### src/sv/grbr_pkg.sv
package grbr_pkg;

	// scan unit and row padding codes
	localparam logic [1:0] CODE_BYTE     = 2'd0;
	localparam logic [1:0] CODE_HALFWORD = 2'd1;
	localparam logic [1:0] CODE_WORD     = 2'd2;
	localparam logic [1:0] CODE_INVALID  = 2'd3;

	// configuration register indexes
	localparam logic [1:0] REG_UNIT_CODE      = 2'd0;
	localparam logic [1:0] REG_PAD_CODE       = 2'd1;
	localparam logic [1:0] REG_BYTE_ORDER_MSB = 2'd2;
	localparam logic [1:0] REG_BIT_ORDER_MSB  = 2'd3;

	localparam int unsigned CFG_DATA_W = 2;

	typedef struct packed {
		logic [1:0] unit_code;
		logic [1:0] pad_code;
		logic       byte_order_msb;
		logic       bit_order_msb;
	} grbr_cfg_t;

	typedef struct packed {
		logic [7:0] data_byte;
		logic       glyph_start;
		logic [7:0] width_minus_one;
		logic [7:0] height_minus_one;
		logic [1:0] start_phase;
	} grbr_item_t;

	typedef struct packed {
		logic [31:0] pixel_bits;
		logic [5:0]  bit_count;
		logic        row_end;
		logic        glyph_end;
		logic        format_error;
	} grbr_result_t;

	typedef struct packed {
		logic [31:0] unit_word;
		logic [1:0]  unit_byte_count;
		logic [8:0]  row_pixels_done;
		logic [7:0]  rows_done;
		logic [1:0]  align_phase;
		logic        in_padding;
		logic [7:0]  glyph_width_reg;
		logic [7:0]  glyph_height_reg;
		logic        dropping_glyph;
	} grbr_state_t;

	// mirror all 32 bits of a word
	function automatic logic [31:0] rev32(input logic [31:0] v);
		logic [31:0] r;
		for (int k = 0; k < 32; k++) begin
			r[31-k] = v[k];
		end
		return r;
	endfunction

endpackage

### src/sv/grbr_ifs.sv
interface grbr_in_if;
	logic       valid;
	logic       ready;
	logic [7:0] data_byte;
	logic       glyph_start;
	logic [7:0] width_minus_one;
	logic [7:0] height_minus_one;
	logic [1:0] start_phase;

	modport source (
		output valid, data_byte, glyph_start, width_minus_one, height_minus_one,
			start_phase,
		input  ready
	);
	modport sink (
		input  valid, data_byte, glyph_start, width_minus_one, height_minus_one,
			start_phase,
		output ready
	);
endinterface

interface grbr_out_if;
	logic        valid;
	logic        ready;
	logic [31:0] pixel_bits;
	logic [5:0]  bit_count;
	logic        row_end;
	logic        glyph_end;
	logic        format_error;

	modport source (
		output valid, pixel_bits, bit_count, row_end, glyph_end, format_error,
		input  ready
	);
	modport sink (
		input  valid, pixel_bits, bit_count, row_end, glyph_end, format_error,
		output ready
	);
endinterface

### src/sv/grbr_cfg_regs.sv
module grbr_cfg_regs (
	input  logic                       clk,
	input  logic                       arst_n,
	input  logic                       cfg_we,
	input  logic [1:0]                 cfg_index,
	input  logic [grbr_pkg::CFG_DATA_W-1:0] cfg_wdata,
	output grbr_pkg::grbr_cfg_t        cfg
);
	import grbr_pkg::*;

	grbr_cfg_t cfg_q;

	// register write decode
	always_ff @(posedge clk or negedge arst_n) begin
		if (!arst_n) begin
			cfg_q <= '0;
		end else if (cfg_we) begin
			case (cfg_index)
				REG_UNIT_CODE:      cfg_q.unit_code      <= cfg_wdata[1:0];
				REG_PAD_CODE:       cfg_q.pad_code       <= cfg_wdata[1:0];
				REG_BYTE_ORDER_MSB: cfg_q.byte_order_msb <= cfg_wdata[0];
				REG_BIT_ORDER_MSB:  cfg_q.bit_order_msb  <= cfg_wdata[0];
				default: ;
			endcase
		end
	end

	assign cfg = cfg_q;
endmodule

### src/sv/grbr_step.sv
module grbr_step #(
	parameter int unsigned MAX_GLYPH_DIM = 256
) (
	input  grbr_pkg::grbr_cfg_t    cfg,
	input  grbr_pkg::grbr_state_t  st,
	input  grbr_pkg::grbr_item_t   item,
	output grbr_pkg::grbr_state_t  st_next,
	output logic                   has_result,
	output grbr_pkg::grbr_result_t result
);
	import grbr_pkg::*;

	// dimensions never exceed 256 with 8-bit fields
	localparam logic [8:0] DIM_CAP = (MAX_GLYPH_DIM > 256) ? 9'd256 : 9'(MAX_GLYPH_DIM);

	logic        bad;
	logic [1:0]  pad_mask;
	logic [2:0]  nbytes;
	logic [5:0]  ubits;
	logic [31:0] word_acc;
	logic [31:0] word_m;
	logic [31:0] swapped;
	logic [31:0] oriented;
	logic [32:0] cnt_mask;
	logic [8:0]  wpx;
	logic [8:0]  hpx;
	logic [8:0]  remain;
	logic [8:0]  rpd_sum;
	logic [5:0]  cnt;
	grbr_state_t s;

	assign bad = (cfg.unit_code == CODE_INVALID) || (cfg.pad_code == CODE_INVALID) ||
		(cfg.unit_code > cfg.pad_code);

	// unit geometry from the current codes
	always_comb begin
		case (cfg.unit_code)
			CODE_BYTE:     begin nbytes = 3'd1; ubits = 6'd8;  end
			CODE_HALFWORD: begin nbytes = 3'd2; ubits = 6'd16; end
			default:       begin nbytes = 3'd4; ubits = 6'd32; end
		endcase
		case (cfg.pad_code)
			CODE_BYTE:     pad_mask = 2'd0;
			CODE_HALFWORD: pad_mask = 2'd1;
			default:       pad_mask = 2'd3;
		endcase
	end

	// glyph limits
	always_comb begin
		logic [8:0] w1;
		logic [8:0] h1;
		w1  = {1'b0, s.glyph_width_reg} + 9'd1;
		h1  = {1'b0, s.glyph_height_reg} + 9'd1;
		wpx = (w1 > DIM_CAP) ? DIM_CAP : w1;
		hpx = (h1 > DIM_CAP) ? DIM_CAP : h1;
	end

	// state after a glyph start is applied
	always_comb begin
		s = st;
		if (item.glyph_start) begin
			s.glyph_width_reg  = item.width_minus_one;
			s.glyph_height_reg = item.height_minus_one;
			s.align_phase      = item.start_phase;
			s.unit_word        = '0;
			s.unit_byte_count  = '0;
			s.row_pixels_done  = '0;
			s.rows_done        = '0;
			s.in_padding       = 1'b0;
			s.dropping_glyph   = 1'b0;
		end
	end

	// gather, swap and orient the completed unit
	always_comb begin
		word_acc = s.unit_word | (32'(item.data_byte) << {s.unit_byte_count, 3'b000});
		case (cfg.unit_code)
			CODE_BYTE:     word_m = {24'd0, word_acc[7:0]};
			CODE_HALFWORD: word_m = {16'd0, word_acc[15:0]};
			default:       word_m = word_acc;
		endcase
		swapped = word_m;
		if (cfg.byte_order_msb) begin
			case (cfg.unit_code)
				CODE_HALFWORD: swapped = {16'd0, word_m[7:0], word_m[15:8]};
				CODE_WORD:     swapped = {word_m[7:0], word_m[15:8], word_m[23:16],
					word_m[31:24]};
				default:       swapped = word_m;
			endcase
		end
		oriented = cfg.bit_order_msb ? swapped : (rev32(swapped) >> (6'd32 - ubits));
		remain   = (s.row_pixels_done < wpx) ? (wpx - s.row_pixels_done) : 9'd0;
		cnt      = (remain < {3'd0, ubits}) ? remain[5:0] : ubits;
		cnt_mask = (33'd1 << cnt) - 33'd1;
		rpd_sum  = s.row_pixels_done + {3'd0, ubits};
	end

	// next state and result
	always_comb begin
		st_next    = st;
		has_result = 1'b0;
		result     = '0;
		if (item.glyph_start && bad) begin
			st_next                = s;
			st_next.dropping_glyph = 1'b1;
			has_result             = 1'b1;
			result.format_error    = 1'b1;
		end else if (!item.glyph_start && (st.dropping_glyph || bad)) begin
			st_next = st;
		end else if (s.in_padding) begin
			st_next             = s;
			st_next.align_phase = s.align_phase + 2'd1;
			if (((s.align_phase + 2'd1) & pad_mask) == 2'd0) begin
				st_next.in_padding = 1'b0;
			end
		end else if ({1'b0, s.unit_byte_count} + 3'd1 < nbytes) begin
			st_next                 = s;
			st_next.unit_word       = word_acc;
			st_next.align_phase     = s.align_phase + 2'd1;
			st_next.unit_byte_count = s.unit_byte_count + 2'd1;
		end else begin
			st_next                 = s;
			st_next.unit_word       = '0;
			st_next.unit_byte_count = '0;
			st_next.align_phase     = s.align_phase + 2'd1;
			st_next.row_pixels_done = rpd_sum;
			has_result              = 1'b1;
			result.pixel_bits       = oriented & cnt_mask[31:0];
			result.bit_count        = cnt;
			if (rpd_sum >= wpx) begin
				result.row_end          = 1'b1;
				st_next.row_pixels_done = '0;
				if ({1'b0, s.rows_done} + 9'd1 >= hpx) begin
					result.glyph_end       = 1'b1;
					st_next.dropping_glyph = 1'b1;
				end else begin
					st_next.rows_done = s.rows_done + 8'd1;
					if (((s.align_phase + 2'd1) & pad_mask) != 2'd0) begin
						st_next.in_padding = 1'b1;
					end
				end
			end
		end
	end
endmodule

### src/sv/glyph_bitmap_row_repacker_unit.sv
// Glyph bitmap row repacker: takes one raw bitmap byte per transfer and gives
// one result per completed scan unit (1, 2 or 4 bytes) holding that unit's
// pixels of the current row, or one format_error result at a glyph start
// under an impossible unit/pad setting. Bytes that fill a unit, row padding
// and bytes after a glyph ends give no result. A byte is taken every cycle
// while results drain: each byte is held in an input register, the unit and
// row counters are updated by combinational logic into a state register,
// and a result register drives the output. Configuration must be written
// through cfg_we/cfg_index/cfg_wdata while no bytes are in flight, which
// the block does not enforce; it takes effect on the next byte.
module glyph_bitmap_row_repacker_unit #(
	parameter int unsigned MAX_GLYPH_DIM = 256
) (
	input  logic                            clk,
	input  logic                            arst_n,
	input  logic                            cfg_we,
	input  logic [1:0]                      cfg_index,
	input  logic [grbr_pkg::CFG_DATA_W-1:0] cfg_wdata,
	grbr_in_if.sink                         in_chan,
	grbr_out_if.source                      out_chan
);
	import grbr_pkg::*;

	grbr_cfg_t    cfg;
	grbr_item_t   item_s1;
	logic         valid_s1;
	grbr_state_t  state_q;
	grbr_state_t  state_next;
	logic         has_result;
	grbr_result_t result;
	grbr_result_t result_q;
	logic         out_valid_q;
	logic         out_free;
	logic         fire_s1;

	grbr_cfg_regs u_cfg (
		.clk       (clk),
		.arst_n    (arst_n),
		.cfg_we    (cfg_we),
		.cfg_index (cfg_index),
		.cfg_wdata (cfg_wdata),
		.cfg       (cfg)
	);

	grbr_step #(
		.MAX_GLYPH_DIM (MAX_GLYPH_DIM)
	) u_step (
		.cfg        (cfg),
		.st         (state_q),
		.item       (item_s1),
		.st_next    (state_next),
		.has_result (has_result),
		.result     (result)
	);

	// handshake
	assign out_free      = !out_valid_q || out_chan.ready;
	assign fire_s1       = valid_s1 && out_free;
	assign in_chan.ready = !valid_s1 || out_free;

	// input register
	always_ff @(posedge clk or negedge arst_n) begin
		if (!arst_n) begin
			valid_s1 <= 1'b0;
		end else if (in_chan.ready) begin
			valid_s1 <= in_chan.valid;
		end
	end

	always_ff @(posedge clk) begin
		if (in_chan.ready && in_chan.valid) begin
			item_s1.data_byte        <= in_chan.data_byte;
			item_s1.glyph_start      <= in_chan.glyph_start;
			item_s1.width_minus_one  <= in_chan.width_minus_one;
			item_s1.height_minus_one <= in_chan.height_minus_one;
			item_s1.start_phase      <= in_chan.start_phase;
		end
	end

	// glyph state
	always_ff @(posedge clk or negedge arst_n) begin
		if (!arst_n) begin
			state_q <= '0;
		end else if (fire_s1) begin
			state_q <= state_next;
		end
	end

	// result register
	always_ff @(posedge clk or negedge arst_n) begin
		if (!arst_n) begin
			out_valid_q <= 1'b0;
		end else if (out_free) begin
			out_valid_q <= valid_s1 && has_result;
		end
	end

	always_ff @(posedge clk) begin
		if (fire_s1 && has_result) begin
			result_q <= result;
		end
	end

	assign out_chan.valid        = out_valid_q;
	assign out_chan.pixel_bits   = result_q.pixel_bits;
	assign out_chan.bit_count    = result_q.bit_count;
	assign out_chan.row_end      = result_q.row_end;
	assign out_chan.glyph_end    = result_q.glyph_end;
	assign out_chan.format_error = result_q.format_error;
endmodule

### src/flat_wrapper.sv
// flat-port wrapper written by rule: the top's interface ports become plain ports
module glyph_bitmap_row_repacker_unit_flat import grbr_pkg::*;
#(
	parameter int unsigned MAX_GLYPH_DIM = 256
)
  (clk, arst_n, cfg_we, cfg_index, cfg_wdata, in_chan_valid, in_chan_data_byte, in_chan_glyph_start, in_chan_width_minus_one, in_chan_height_minus_one, in_chan_start_phase, in_chan_ready, out_chan_valid, out_chan_pixel_bits, out_chan_bit_count, out_chan_row_end, out_chan_glyph_end, out_chan_format_error, out_chan_ready);
  grbr_in_if in_chan_i ();
  grbr_out_if out_chan_i ();
  input  logic clk;
  input  logic arst_n;
  input  logic cfg_we;
  input  logic [1:0] cfg_index;
  input  logic [grbr_pkg::CFG_DATA_W-1:0] cfg_wdata;
  input wire logic [$bits(in_chan_i.valid)-1:0] in_chan_valid;
  input wire logic [$bits(in_chan_i.data_byte)-1:0] in_chan_data_byte;
  input wire logic [$bits(in_chan_i.glyph_start)-1:0] in_chan_glyph_start;
  input wire logic [$bits(in_chan_i.width_minus_one)-1:0] in_chan_width_minus_one;
  input wire logic [$bits(in_chan_i.height_minus_one)-1:0] in_chan_height_minus_one;
  input wire logic [$bits(in_chan_i.start_phase)-1:0] in_chan_start_phase;
  output wire logic [$bits(in_chan_i.ready)-1:0] in_chan_ready;
  output wire logic [$bits(out_chan_i.valid)-1:0] out_chan_valid;
  output wire logic [$bits(out_chan_i.pixel_bits)-1:0] out_chan_pixel_bits;
  output wire logic [$bits(out_chan_i.bit_count)-1:0] out_chan_bit_count;
  output wire logic [$bits(out_chan_i.row_end)-1:0] out_chan_row_end;
  output wire logic [$bits(out_chan_i.glyph_end)-1:0] out_chan_glyph_end;
  output wire logic [$bits(out_chan_i.format_error)-1:0] out_chan_format_error;
  input wire logic [$bits(out_chan_i.ready)-1:0] out_chan_ready;
  assign in_chan_i.valid = in_chan_valid;
  assign in_chan_i.data_byte = in_chan_data_byte;
  assign in_chan_i.glyph_start = in_chan_glyph_start;
  assign in_chan_i.width_minus_one = in_chan_width_minus_one;
  assign in_chan_i.height_minus_one = in_chan_height_minus_one;
  assign in_chan_i.start_phase = in_chan_start_phase;
  assign in_chan_ready = in_chan_i.ready;
  assign out_chan_valid = out_chan_i.valid;
  assign out_chan_pixel_bits = out_chan_i.pixel_bits;
  assign out_chan_bit_count = out_chan_i.bit_count;
  assign out_chan_row_end = out_chan_i.row_end;
  assign out_chan_glyph_end = out_chan_i.glyph_end;
  assign out_chan_format_error = out_chan_i.format_error;
  assign out_chan_i.ready = out_chan_ready;
  glyph_bitmap_row_repacker_unit #(.MAX_GLYPH_DIM(MAX_GLYPH_DIM)) u_core (.clk(clk), .arst_n(arst_n), .cfg_we(cfg_we), .cfg_index(cfg_index), .cfg_wdata(cfg_wdata), .in_chan(in_chan_i), .out_chan(out_chan_i));
endmodule
### config.mk
export PLATFORM = sky130hd
export DESIGN_NAME = glyph_bitmap_row_repacker_unit_flat
export DESIGN_NICKNAME = d
export VERILOG_FILES = /design/src/sv/grbr_pkg.sv /design/src/sv/grbr_ifs.sv /design/src/sv/grbr_cfg_regs.sv /design/src/sv/grbr_step.sv /design/src/sv/glyph_bitmap_row_repacker_unit.sv /design/src/flat_wrapper.sv
export SDC_FILE = /design/constraint.sdc
export NUM_CORES = 1
export LEC_CHECK = 0
export BUFFER_PORTS_ARGS = -buffer_cell sky130_fd_sc_hd__buf_2
export CAP_MARGIN = 40
export CORE_AREA = 2 2 197 199
export CTS_BUF_LIST = sky130_fd_sc_hd__clkbuf_8
export DETAILED_ROUTE_END_ITERATION = 6
export DIE_AREA = 0 0 199 201
export GPL_TIMING_DRIVEN = 0
export RECOVER_POWER = 25
export SYNTH_ARGS = -nofsm -noshare
export SYNTH_HDL_FRONTEND = slang
export SYNTH_SLANG_ARGS = --single-unit
### constraint.sdc
create_clock -name clk -period 6.04 [get_ports clk]
set_input_delay 0.906 -clock clk [delete_from_list [all_inputs] [get_ports clk]]
set_output_delay 0.906 -clock clk [all_outputs]
set_load 0.01 [all_outputs]
---- After elaboration in Yosys (flattened, before gate mapping) ----
Index checks and enable logic that the tools add are counted.
W data, S select, Z words.
word-level totals
  register bits ........................... 147
  bits in latches ......................... 0
  bits in writable memories ............... 0
  bits in read-only memories .............. 0
  bits of input ports ..................... 36
  output and inout port bits .............. 43
  word-level logic and storage cells ...... 117
  memories ................................ 0
operators by class
  add/subtract/negate cells ............... 11
  multipliers ............................. 0
  divide/modulo/power cells ............... 0
  magnitude comparators ................... 8
  eq/ne operators ......................... 9
  shift-type cells ........................ 3
  multiplexer cells ....................... 31
  bitwise logic cells ..................... 4
  reductions and logical operators ........ 26
operators by type and width
  cell                     count
  $mux W71                 5
  $pmux W32 S2             2
  $mux W32                 2
  $and A32 B32 Y32         1
  $or A32 B32 Y32          1
  $shl A1 B6 Y32 const A   1
  $shl A8 B5 Y32           1
  $shr A32 B6 Y32          1
  $sub A32 B1 Y32 const B  1
  $add A8 B1 Y9 const B    3
  $mux W9                  3
  $ge A9 B9 Y1             2
  $gt A9 B9 Y1 const B     2
  $mux W17                 1
  $mux W1                  12
  $pmux W6 S2              1
  $eq A2 B2 Y1 const B     5
  $reduce_and A2 Y1        5
  $add A9 B6 Y9            1
  $lt A9 B6 Y1             1
  $lt A9 B9 Y1             1
  $sub A9 B9 Y9            1
  $add A8 B1 Y8 const B    1
  $logic_not A2 Y1         4
  other kinds (20)         34

---- Depth between registers and ports, before layout ----
Gate-level depths: netlist (run 1).
  depth in word-level cells ............... 11
  gate-level depth with buffers ........... 32
  mapped depth without buffers ............ 28

---- By module ----
From an unflattened synthesis (run 1), not the netlist that was laid out.
second synthesis, totals
  cell total of the unflattened synthesis .. 1167
  area, all modules ....................... 11163.2 µm²
modules (own cells, without submodules)
  module                          times used  cells an instance  area each (µm²)  sequential area each (µm²)
  grbr_step                       1           923                5844.4           0.0
  glyph_bitmap_row_repacker_unit  1           228                5068.6           3868.7
  grbr_cfg_regs                   1           16                 250.2            150.1

---- Worst setup path before layout (run 1) ----
Ideal clock, no wire load.
  path type ............................... reg-to-reg
  from .................................... register u_core.item_s1[18] (netlist name)
  to ...................................... register u_core.result_q (netlist bit u_core.out_chan.pixel_bits[12]), data pin
  data arrival time ....................... 6.427 ns
  data required time ...................... 5.860 ns
  path slack .............................. -0.567 ns
  cell stages (with the launch flop) ...... 30
  buffers on the path ..................... 3
  period minus slack after synthesis ...... 6.607 ns
  path through ............................ edfxtp_1 clkbuf_1 buf_1 mux2i_1 inv_1 ha_1 nor2b_1 nand2_1 xnor2_1 nor2_1 a21oi_1 nor4_1 o21ai_0 inv_1 ha_1 a211oi_2 nor2_1 or4_4 nand2_1 nor2_1 ha_1 o211a_1 nor4_1 o21ai_1 or4_1 ha_1 clkbuf_1 o31a_1 or4_1 a221oi_1
between the ends
  longest elaborated chain between the ends .. 11
  elaborated cells between the ends (all ways) .. 25
RTL lines
  what                                                  line                                   source
  start, declared                                       glyph_bitmap_row_repacker_unit.sv:25   grbr_item_t item_s1;
  $mux W71                                              grbr_step.sv:62                        if (item.glyph_start) begin
  $add A8 B1 Y9                                         grbr_step.sv:53                        w1 = {1'b0, s.glyph_width_reg} + 9'd1;
  $gt A9 B9 Y1                                          grbr_step.sv:55                        wpx = (w1 > DIM_CAP) ? DIM_CAP : w1;
  $mux W9                                               grbr_step.sv:55
  $sub A9 B9 Y9 / $lt A9 B9 Y1 (equally long branches)  grbr_step.sv:93                        remain = (s.row_pixels_done < wpx) ? (wpx - s.row_pixels_done) : 9'd0;
  $mux W9                                               grbr_step.sv:93
  $lt A9 B6 Y1                                          grbr_step.sv:94                        cnt = (remain < {3'd0, ubits}) ? remain[5:0] : ubits;
  $mux W6                                               grbr_step.sv:94
  $shl A1 B6 Y32                                        grbr_step.sv:95                        cnt_mask = (33'd1 << cnt) - 33'd1;
  $sub A32 B1 Y32                                       grbr_step.sv:95
  $and A32 B32 Y32                                      grbr_step.sv:129                       result.pixel_bits = oriented & cnt_mask[31:0];
  end signal, assigned                                  glyph_bitmap_row_repacker_unit.sv:100  result_q <= result;
  end, declared                                         glyph_bitmap_row_repacker_unit.sv:31   grbr_result_t result_q;
Several ways; a longest one is shown, not always the timed one.
A chain may end at the register's enable or synchronous reset.

---- Final worst setup path (run 1) ----
Same ends and word-level chain as after synthesis.

==> qor.csv, run 1 <==
stage,metric,value,unit
setup_path,critPathLaunchType,register,
yosys,yosysTopAreaCellShare,0.202,
setup_path,cp-end-kind,register,
status,status,finished with violations,
clock_tree,cts-buffers-inserted,17,
yosys,synth_common_cells,"131 x nand2_1, 111 x nor2_1, 101 x a21oi_1",
cells_and_area,fin_util,0.324,
global_routing,antenna_found_initial,0,
route,wl_per_cell,18.2,um
power,leakage,0.00486,uW
global_routing,grt_pass1_wl,51.2,mm
floorplan,dieArea,40000,sq um
timing,tns,0,ns
cells_and_area,num_antenna_cells,0,
cells_and_area,multi_input_area,6100,sq um
timing,slew_headroom,-0.739,
setup_path,critPathMaxFanout,6,
floorplan,ioPinCount,79,
cells_and_area,design_area,12400,sq um
route,drt_first_pass_iters,6,
global_routing,use_met1,0.222,
setup_path,reg2reg_slack,0.08,ns
clock_tree,clock_latency,0.49,ns
power,power_switching,3330,uW
cells_and_area,fill_cells,3960,
yosys,synth_edf_count,68,
power,clkPwrFrac,0.116,
clock_tree,hold_buffers,0,
timing,tightest_slew,2.61,ns
place,place_congestion,0.916,
yosys,yosysMostFrequentCell,nand2_1,
global_routing,grtUsageTotal,0.163,
hold_path,min_from,u_core.state_q[33],
yosys,syn_nets,1219,
yosys,yosys_warnings,0,
global_routing,grt_use_met2,0.262,
global_routing,gr-usage-met3,0.0247,
global_routing,grt_pass1_vias,9167,
power,power.internal,3490,uW
setup_path,worstPathRequired,6.35,ns
hold_path,hold_class,reg -> reg,
clock_tree,clk_pin_slew,0.09,ns
hold_path,holdPathEnd,u_core.state_q[33],
timing,setup_violations,0,
cells_and_area,seqCellArea,4020,sq um
timing,finClkSkew,0.0117,ns
floorplan,die_h,201,um
setup_path,r2r_cells,26,
route,detail-route-antenna-nets,0,
place,hpwl,24.5,mm
clock_tree,cts_tree,done,
power,vdd_drop_max,0.000269,V
setup_path,worstReg2RegEnd,u_core.out_chan.pixel_bits[12],
power,p_sw_frac,0.488,
flow_run,maxCapViolations,2,
place,port_buffers,78,
power,seqPwrFrac,0.222,
floorplan,fp.dieW,199,um
timing,final.period_utilization,0.986,
timing,grt_setup_unrepaired,yes,
cells_and_area,nets,1347,
route,drc,0,
route,routed_wl,32.7,mm
clock_tree,cts_sinks,147,
clock_tree,root_buffer,clkbuf_8,
setup_path,worstPathArrival,6.26,ns
floorplan,fp-row-count,72,
route,drt-initial-drc-count,835,
yosys,synth.largest_area_cell,edfxtp_1,
power,power_density,552,nW/um^2
clock_tree,htreeDepth,4,
floorplan,core_area,38100,sq um
timing,fin_crit,5.96,ns
yosys,yosys_most_used_dff,dfrtp_1,
global_routing,grt_overflow_total,0,
yosys,ys_seq_area_frac,0.397,
route,vias_per_cell,5.27,
timing,slew_viol_final,82,
yosys,async_flop_share,0.537,
cells_and_area,area_delta_synth_final,22.0,%
yosys,ys_ff_latch,147,
setup_path,reg2reg_from,u_core.item_s1[18],
setup_path,worst-setup-path-type,reg -> reg,
global_routing,grt_max_degree,46,
global_routing,grt_busiest_layer,met2,
status,violations,"capacitance limit, slew limit",
place,placed_cell_area,11300,sq um
power,combPwrFrac,0.663,
hold_path,hold_depth,2,
floorplan,initial_core_util,0.266,
cells_and_area,drive_gt1_frac,0.204,
yosys,syn_area,10100,sq um
yosys,synthTopCellsByArea,"edfxtp_1 20%, dfrtp_1 20%, ha_1 5.6%",
yosys,syn_inst,1136,
yosys,ys_types,89,
timing,max_freq,0.168,GHz
route,vias,9451,
yosys,syn_avg_cell_area,8.91,sq um
clock_tree,clk_path_buf_depth,2,
timing,hold_violations,0,
-- registers in the layout, summed over array words and instances (netlist names) --
name                          count
u_core.out_chan.bit_count         6
u_core.item_s1                   27
u_core.out_chan.pixel_bits       32
u_core.out_chan.row_end           1
u_core.valid_s1                   1
u_core.state_q                   71
u_core.out_chan.format_error      1
u_core.out_chan.valid             1
u_core.out_chan.glyph_end         1
u_core.u_cfg.cfg                  6
-- how the worst max path moves through the flow --
stage / to / from / cells after the start
2_1_floorplan: u_core.out_chan.pixel_bits[12] / u_core.item_s1[18] / 29
3_3_place_gp: u_core.out_chan.pixel_bits[12] / u_core.item_s1[18] / 25
3_5_place_dp: u_core.out_chan.pixel_bits[12] / u_core.item_s1[18] / 24
4_1_cts: u_core.out_chan.pixel_bits[12] / u_core.item_s1[18] / 24
5_1_grt: u_core.out_chan.pixel_bits[12] / u_core.item_s1[18] / 28
6_report: u_core.out_chan.pixel_bits[12] / u_core.item_s1[18] / 26
-- placed cells by master, fill, tap and decap left out, types with 6 or more instances in the layout --
master    synthesis  layout
a211oi_1         20      19
a21o_1           14      14
a21oi_1         101      98
a222oi_1          8       8
a22o_1           27      27
a22oi_1          14      14
and2_1           10      10
and3_1            7       6
buf_2             5      81
buf_4             1      31
clkbuf_1         48      45
clkbuf_8          0      20
clkinv_4          0       6
dfrtp_1          79      79
edfxtp_1         68      68
ha_1             45      37
inv_1            50      45
mux2_2           14      14
mux2i_1          23      17
nand2_1         131     127
nand2b_1          7       6
nand3_1          24      21
nand3b_1          7       7
nand4_1           9       9
nor2_1          111     107
nor2b_1          21      20
nor3_1           17      16
o211ai_1         13      13
o21a_1            8       7
o21ai_0          75      73
o22ai_1          13      13
o31ai_1           7       7
or3_1             8       6
xnor2_1          16      14
xor2_1           13      11
-- cell families after synthesis --
group | synth area share
simple gates | 0.178
xor+xnor | 0.0267
compound gates | 0.252
mux | 0.0398
flops | 0.397
fa+ha+maj | 0.0607
buf+inv | 0.0451
-- layer usage --
layer,part of all wire,up-vias
met5,0,-
met4,0.024,0
met3,0.057,48
met2,0.47,371
met1,0.45,4556
li1,-,4476
-- power groups by stage --
stage	logic, uW	registers (uW)	clock network [uW]
finish	4520	1510	790
global route	4900	1550	849
CTS	4110	1500	808
detailed placement	3670	1520	0
global placement	3640	1520	0
floorplan	2630	1530	0
-- metrics by stage --
step / instances / setup slack [ns] / hold slack [ns] / power (uW)
floorplan: 1136 / 0.00517 / 0.448 / 4160
global placement: 1732 / -1.60 / 0.462 / 5160
detailed placement: 1737 / -1.58 / 0.466 / 5190
CTS: 1781 / 0.0208 / 0.386 / 6420
global route: 1795 / -0.153 / 0.504 / 7290
finish: 1795 / 0.0843 / 0.481 / 6820
-- area by class of cell --
class | instances | area share
Multi-Input combinational cell | 874 | 0.494
Sequential cell | 147 | 0.325
Timing Repair Buffer | 113 | 0.0550
Tap cell | 518 | 0.0525
Buffer | 60 | 0.0250
Clock buffer | 20 | 0.0223
Inverter | 51 | 0.0160
Clock inverter | 12 | 0.00983
-- worst max-delay path, stage by stage, from the launching register on --
cell and delay [ns]:
edfxtp_1 0.45, buf_8 0.18, buf_12 0.14, mux2i_4 0.19, inv_2 0.08, ha_4 0.16
nand2b_4 0.07, or3_4 0.36, xor2_4 0.18, nor4_2 0.07, o21ai_1 0.21, inv_1 0.12
ha_4 0.19, a211oi_4 0.20, nor2_2 0.08, or4_4 0.52, nand2_4 0.10, nor2_4 0.06
ha_4 0.24, o211a_4 0.16, nor4_4 0.38, o21ai_4 0.08, or4_4 0.50, ha_4 0.20
o31a_1 0.15, or4_4 0.44, a221oi_2 0.26
-- repair_timing --
action | in CTS | in global routing
buffers inserted | 16 | 14
endpoints found under the setup margin | 36 | 26
pin swaps | 10 | 25
endpoints found under the hold margin | 0 | 0
resized for setup | 43 | 59
Power figures use the tool's default switching activity.
==> inputs of run 2 (changes only) <==
--- a/config.mk
+++ b/config.mk
@@ -7,11 +7,13 @@
 export LEC_CHECK = 0
 export BUFFER_PORTS_ARGS = -buffer_cell sky130_fd_sc_hd__buf_2
 export CAP_MARGIN = 40
+export CELL_PAD_IN_SITES_DETAIL_PLACEMENT = 0
+export CELL_PAD_IN_SITES_GLOBAL_PLACEMENT = 1
 export CORE_AREA = 2 2 197 199
 export CTS_BUF_LIST = sky130_fd_sc_hd__clkbuf_8
 export DETAILED_ROUTE_END_ITERATION = 6
 export DIE_AREA = 0 0 199 201
-export GPL_TIMING_DRIVEN = 0
+export PLACE_DENSITY_LB_ADDON = 0.1
 export RECOVER_POWER = 25
 export SYNTH_ARGS = -nofsm -noshare
 export SYNTH_HDL_FRONTEND = slang
==> qor.csv, run 2 (synthesis results as in run 1) <==
stage,metric,value,unit,change
timing,grt_setup_unrepaired,no,,
place,port_buffers,78,,unchanged
clock_tree,clock_latency,0.50,ns,about the same
cells_and_area,area_delta_synth_final,17.1,%,
timing,tns,0,ns,unchanged
floorplan,ioPinCount,79,,unchanged
status,violations,"capacitance limit, slew limit",,
floorplan,die_h,201,um,unchanged
cells_and_area,nets,1309,,-2.8%
global_routing,grt_max_degree,53,,+15%
timing,fin_crit,5.69,ns,-0.261 ns
place,hpwl,25.4,mm,+3.5%
cells_and_area,final_cell_mix,"130 x nand2_1, 108 x nor2_1, 100 x a21oi_1",,
flow_run,maxCapViolations,3,,+1
floorplan,initial_core_util,0.266,,unchanged
cells_and_area,fin_util,0.311,,-0.0131
setup_path,worstPathArrival,6.01,ns,-0.25 ns
power,power_density,540,nW/um^2,-2.3%
floorplan,core_area,38100,sq um,unchanged
clock_tree,root_buffer,clkbuf_8,,
setup_path,critPathMaxFanout,6,,unchanged
timing,slew_headroom,-0.686,,+0.0528
route,routed_wl,34.2,mm,+4.7%
setup_path,worstPathRequired,6.35,ns,about the same
clock_tree,htreeDepth,4,,unchanged
power,vdd_drop_max,0.000226,V,-16%
status,status,finished with violations,,
global_routing,grt_pass1_vias,8691,,-5.2%
cells_and_area,largest_reg_flops,71,,unchanged
timing,finClkSkew,0.0218,ns,+0.0102 ns
floorplan,fp-row-count,72,,unchanged
route,drt_first_pass_iters,7,,+1
clock_tree,cts-buffers-inserted,17,,unchanged
route,drc,0,,unchanged
timing,setup_ws,0.345,ns,+0.261 ns
route,vias_per_cell,5.13,,-2.5%
setup_path,critPathLaunchType,register,,
timing,max_freq,0.176,GHz,+4.6%
timing,slew_viol_final,109,,+33%
global_routing,grt_pass1_wl,53.4,mm,+4.3%
timing,tightest_slew,2.53,ns,-0.0792 ns
power,leakage,0.00478,uW,-1.6%
hold_path,hold_class,reg -> reg,,
setup_path,worst-setup-path-type,reg -> reg,,
setup_path,cp-end-kind,register,,
timing,hold_ws,0.479,ns,-0.00209 ns
power,p_total,6390,uW,-6.2%
cells_and_area,drive_gt1_frac,0.182,,-0.0212
floorplan,dieArea,40000,sq um,unchanged
clock_tree,cts_tree,done,,
route,vias,9020,,-4.6%
cells_and_area,num_antenna_cells,0,,unchanged
clock_tree,clk_pin_slew,0.09,ns,about the same
cells_and_area,final_common_cell,nand2_1,,
route,detail-route-antenna-nets,0,,unchanged
global_routing,grtUsageTotal,0.175,,+0.0112
place,place_congestion,0.861,,-6.0%
timing,final.period_utilization,0.943,,-0.0432
clock_tree,clk_path_buf_depth,2,,unchanged
cells_and_area,regMostFlops,u_core.state_q,,
route,wl_per_cell,19.5,um,+7.0%
timing,setup_violations,0,,unchanged
floorplan,fp.dieW,199,um,unchanged
clock_tree,cts_sinks,147,,unchanged
timing,hold_violations,0,,unchanged
route,drt-initial-drc-count,609,,-27%
global_routing,grt_overflow_total,0,,unchanged
global_routing,antenna_found_initial,0,,unchanged
place,dp_slack,0.0796,ns,+1.66 ns
-- run 2: path summary, 6_finish.rpt --
kind                                     from                             end  slack (ns)  cells after the start
max in group asynchronous              arst_n              u_core.state_q[63]        3.17                      2
min in group asynchronous              arst_n               u_core.state_q[8]        1.19                      1
setup / recovery           u_core.item_s1[18]  u_core.out_chan.pixel_bits[12]        0.35                     26
setup reg to reg           u_core.item_s1[18]  u_core.out_chan.pixel_bits[12]        0.35                     26
hold / removal             u_core.state_q[33]              u_core.state_q[33]        0.48                      2
hold reg to reg            u_core.state_q[33]              u_core.state_q[33]        0.48                      2
-- run 2: final cells by class --
class                      count  area (sq um)
clock inverter                14           163
clock buffer                  18           248
fill                        4061         26300
multi-input combinational    874          5760
sequential                   147          4020
tap                          518           648
inverter                      51           191
timing repair buffer         135           817
-- run 2: layer usage --
metal  vias to the layer above  routed length, um  GRT usage
met4                         0                383     0.0421
met2                       212              15100      0.263
met1                      4403              17400      0.259
met3                        24               1290     0.0284
met5                         -                  0          0
li1                       4381                  -          -
-- run 2: through the flow --
| stage | std cells | area, sq um |
|---|---|---|
| 4_1_cts | 1755 | 11800 |
| 3_3_place_gp | 1718 | 11300 |
| 2_1_floorplan | 1136 | 10100 |
| 6_report | 1757 | 11900 |
| 3_5_place_dp | 1723 | 11400 |
| 5_1_grt | 1757 | 11900 |
-- run 2: where the power goes --
| group | switching (uW) | internal [uW] | total (uW) |
|---|---|---|---|
| Combinational | 2530 | 1510 | 4030 |
| Clock | 424 | 416 | 840 |
| Sequential | 176 | 1350 | 1520 |
| Total | 3130 | 3270 | 6390 |
-- run 2: critical path: stages, from the launching register on --
cell	delay (ns)
edfxtp_1	0.49
mux2i_2	0.27
inv_1	0.07
ha_2	0.20
nor2b_1	0.14
nand2_1	0.09
xnor2_1	0.11
nor2_1	0.06
a21oi_2	0.16
nor4_1	0.07
o21ai_1	0.20
inv_1	0.07
ha_1	0.20
a211oi_2	0.21
nor2_2	0.09
or4_4	0.54
nand2_2	0.09
nor2_2	0.08
ha_4	0.31
o211a_4	0.19
o311a_4	0.17
o21ai_2	0.07
or4_1	0.52
ha_2	0.22
o31a_1	0.17
or4_1	0.44
a221oi_2	0.26
-- run 2: timing repair --
item	in CTS	in global routing
endpoints found under the setup margin	0	15
hold buffers	0	0
setup buffers	0	2
resized for setup	0	17
==> inputs of run 3 (changes only) <==
--- a/config.mk
+++ b/config.mk
@@ -9,10 +9,10 @@
 export CAP_MARGIN = 40
 export CELL_PAD_IN_SITES_DETAIL_PLACEMENT = 0
 export CELL_PAD_IN_SITES_GLOBAL_PLACEMENT = 1
-export CORE_AREA = 2 2 197 199
+export CORE_AREA = 2 2 253 155
 export CTS_BUF_LIST = sky130_fd_sc_hd__clkbuf_8
 export DETAILED_ROUTE_END_ITERATION = 6
-export DIE_AREA = 0 0 199 201
+export DIE_AREA = 0 0 255 157
 export PLACE_DENSITY_LB_ADDON = 0.1
 export RECOVER_POWER = 25
 export SYNTH_ARGS = -nofsm -noshare
==> qor.csv, run 3 (synthesis results as in run 1) <==
stage,metric,value,unit,change
power,power_switching,3310,uW,+6.0%
floorplan,die_h,157,um,-22%
cells_and_area,fin_util,0.320,,+0.00879
setup_path,reg2reg_from,u_core.item_s1[18],,
clock_tree,htreeDepth,4,,unchanged
timing,slew_headroom,-1.05,,-0.361
timing,max_freq,0.175,GHz,-0.52%
cells_and_area,nets,1321,,+0.92%
place,dp_slack,-0.0106,ns,-0.0902 ns
floorplan,ioPinCount,79,,unchanged
clock_tree,cts_sinks,147,,unchanged
power,p_total,6740,uW,+5.4%
timing,final.period_utilization,0.948,,+0.00489
timing,slew_viol_final,92,,-16%
timing,setup_violations,0,,unchanged
route,routed_wl,36.8,mm,+7.4%
setup_path,cp-end-kind,register,,
power,power_density,562,nW/um^2,+4.2%
floorplan,core_area,37500,sq um,-1.6%
route,vias,9202,,+2.0%
hold_path,hold_class,in -> async,,
clock_tree,cts_tree,done,,
place,hpwl,27.7,mm,+9.0%
clock_tree,cts-buffers-inserted,17,,unchanged
cells_and_area,num_antenna_cells,0,,unchanged
cells_and_area,fill_cells,3950,,-2.7%
cells_and_area,drive_gt1_frac,0.194,,+0.0118
flow_run,maxCapViolations,2,,-1
route,drt_first_pass_iters,6,,-1
place,place_congestion,0.861,,about the same
power,p_sw_frac,0.492,,+0.00274
floorplan,fp-row-count,55,,-24%
cells_and_area,area_delta_synth_final,18.5,%,
cells_and_area,final_cell_mix,"128 x nand2_1, 107 x nor2_1, 100 x a21oi_1",,
setup_path,reg2reg_slack,0.32,ns,-0.03 ns
timing,hold_violations,0,,unchanged
status,violations,"capacitance limit, slew limit",,
power,leakage,0.00486,uW,+1.6%
setup_path,worstPathRequired,6.36,ns,about the same
global_routing,grtUsageTotal,0.190,,+0.0150
cells_and_area,seqCellArea,4020,sq um,unchanged
clock_tree,hold_buffers,0,,unchanged
status,status,finished with violations,,
timing,fin_crit,5.72,ns,+0.0296 ns
timing,finClkSkew,0.0266,ns,+0.00482 ns
clock_tree,clk_pin_slew,0.09,ns,about the same
route,drc,0,,unchanged
route,drt-initial-drc-count,1083,,+78%
clock_tree,clock_latency,0.50,ns,about the same
route,detail-route-antenna-nets,0,,unchanged
global_routing,grt_pass1_wl,56.6,mm,+6.0%
cells_and_area,multi_input_area,5810,sq um,+0.87%
global_routing,antenna_found_initial,0,,unchanged
clock_tree,root_buffer,clkbuf_8,,
setup_path,worstPathArrival,6.05,ns,+0.04 ns
place,placed_cells,1720,,-0.17%
power,clkPwrFrac,0.134,,+0.003
power,combPwrFrac,0.640,,+0.009
clock_tree,clk_path_buf_depth,2,,unchanged
power,power.internal,3430,uW,+4.9%
setup_path,critPathMaxFanout,6,,unchanged
timing,setup_ws,0.316,ns,-0.0296 ns
setup_path,critPathLaunchType,register,,
cells_and_area,design_area,12000,sq um,+1.2%
global_routing,grt_overflow_total,0,,unchanged
power,seqPwrFrac,0.226,,-0.012
global_routing,grt_max_degree,51,,-3.8%
power,vdd_drop_max,0.000340,V,+51%
setup_path,r2r_cells,22,,-15%
route,vias_per_cell,5.22,,+1.6%
place,port_buffers,78,,unchanged
global_routing,grt_pass1_vias,8976,,+3.3%
floorplan,fp.dieW,255,um,+28%
floorplan,initial_core_util,0.270,,+0.00426
place,placed_cell_area,11400,sq um,+0.22%
cells_and_area,largest_reg_flops,71,,unchanged
cells_and_area,stdcell_count,1764,,+0.40%
timing,tightest_slew,3.07,ns,+0.541 ns
setup_path,worst-setup-path-type,reg -> reg,,
route,wl_per_cell,20.8,um,+7.0%
cells_and_area,regMostFlops,u_core.state_q,,
cells_and_area,final_common_cell,nand2_1,,
floorplan,dieArea,40000,sq um,about the same
setup_path,worstReg2RegEnd,u_core.out_chan.pixel_bits[12],,
run 3: stage by stage:
stage               setup TNS [ns]  hold WS [ns]
floorplan                        0         0.448
detailed placement         -0.0106         0.466
finish                           0         0.458
global placement                 0         0.461
CTS                              0         0.211
global route               -0.0851         0.514
run 3: power by group through the flow:
stage	clock (uW)	sequential, uW	combinational (uW)
3_3_place_gp	0	1550	4010
3_5_place_dp	0	1540	3980
5_1_grt	973	1560	4730
4_1_cts	933	1520	4010
6_report	902	1520	4320
2_1_floorplan	0	1530	2630
run 3: layout make-up:
cell class | count | area share
Clock buffer | 18 | 0.0207
Clock inverter | 14 | 0.0155
Inverter | 51 | 0.0160
Multi-Input combinational cell | 874 | 0.485
Sequential cell | 147 | 0.335
Tap cell | 513 | 0.0535
Timing Repair Buffer | 147 | 0.0744
run 3: layer usage:
metal / vias to the layer above / track usage / routed length [um]
met5: - / 0 / 0
met4: 0 / 0.0298 / 223
met3: 17 / 0.0417 / 2340
met2: 277 / 0.245 / 13800
met1: 4483 / 0.312 / 20500
li1: 4425 / - / -
run 3: repair_timing:
item                                    CTS  global route
endpoints found under the setup margin    1            23
pin swaps                                 0            15
resized for setup                         1            24
buffers inserted                          2            10
run 3: how the worst max path moves through the flow:
stage | endpoint | from | slack [ns]
2_1_floorplan | u_core.out_chan.pixel_bits[12] | u_core.item_s1[18] | 0.005
3_3_place_gp | u_core.out_chan.pixel_bits[12] | u_core.item_s1[18] | 0.12
3_5_place_dp | u_core.out_chan.pixel_bits[12] | u_core.item_s1[18] | -0.01
4_1_cts | u_core.out_chan.pixel_bits[12] | u_core.item_s1[18] | 0.0005
5_1_grt | u_core.out_chan.pixel_bits[12] | u_core.item_s1[18] | -0.07
6_report | u_core.out_chan.pixel_bits[12] | u_core.item_s1[18] | 0.32
run 3: critical path, stage by stage, from the launching register on:
cell	delay (ns)
edfxtp_1	0.54
buf_4	0.19
and3_1	0.13
a31oi_1	0.06
or3_1	0.39
nor3_2	0.22
inv_1	0.12
nand2_1	0.11
ha_1	0.19
inv_1	0.07
fa_2	0.39
a211oi_4	0.32
nor2_2	0.10
a221oi_2	0.31
xnor2_2	0.20
o31a_1	0.29
o311a_1	0.24
o21ai_2	0.08
or4_1	0.51
ha_2	0.23
o31a_1	0.16
or4_4	0.44
a221oi_2	0.27
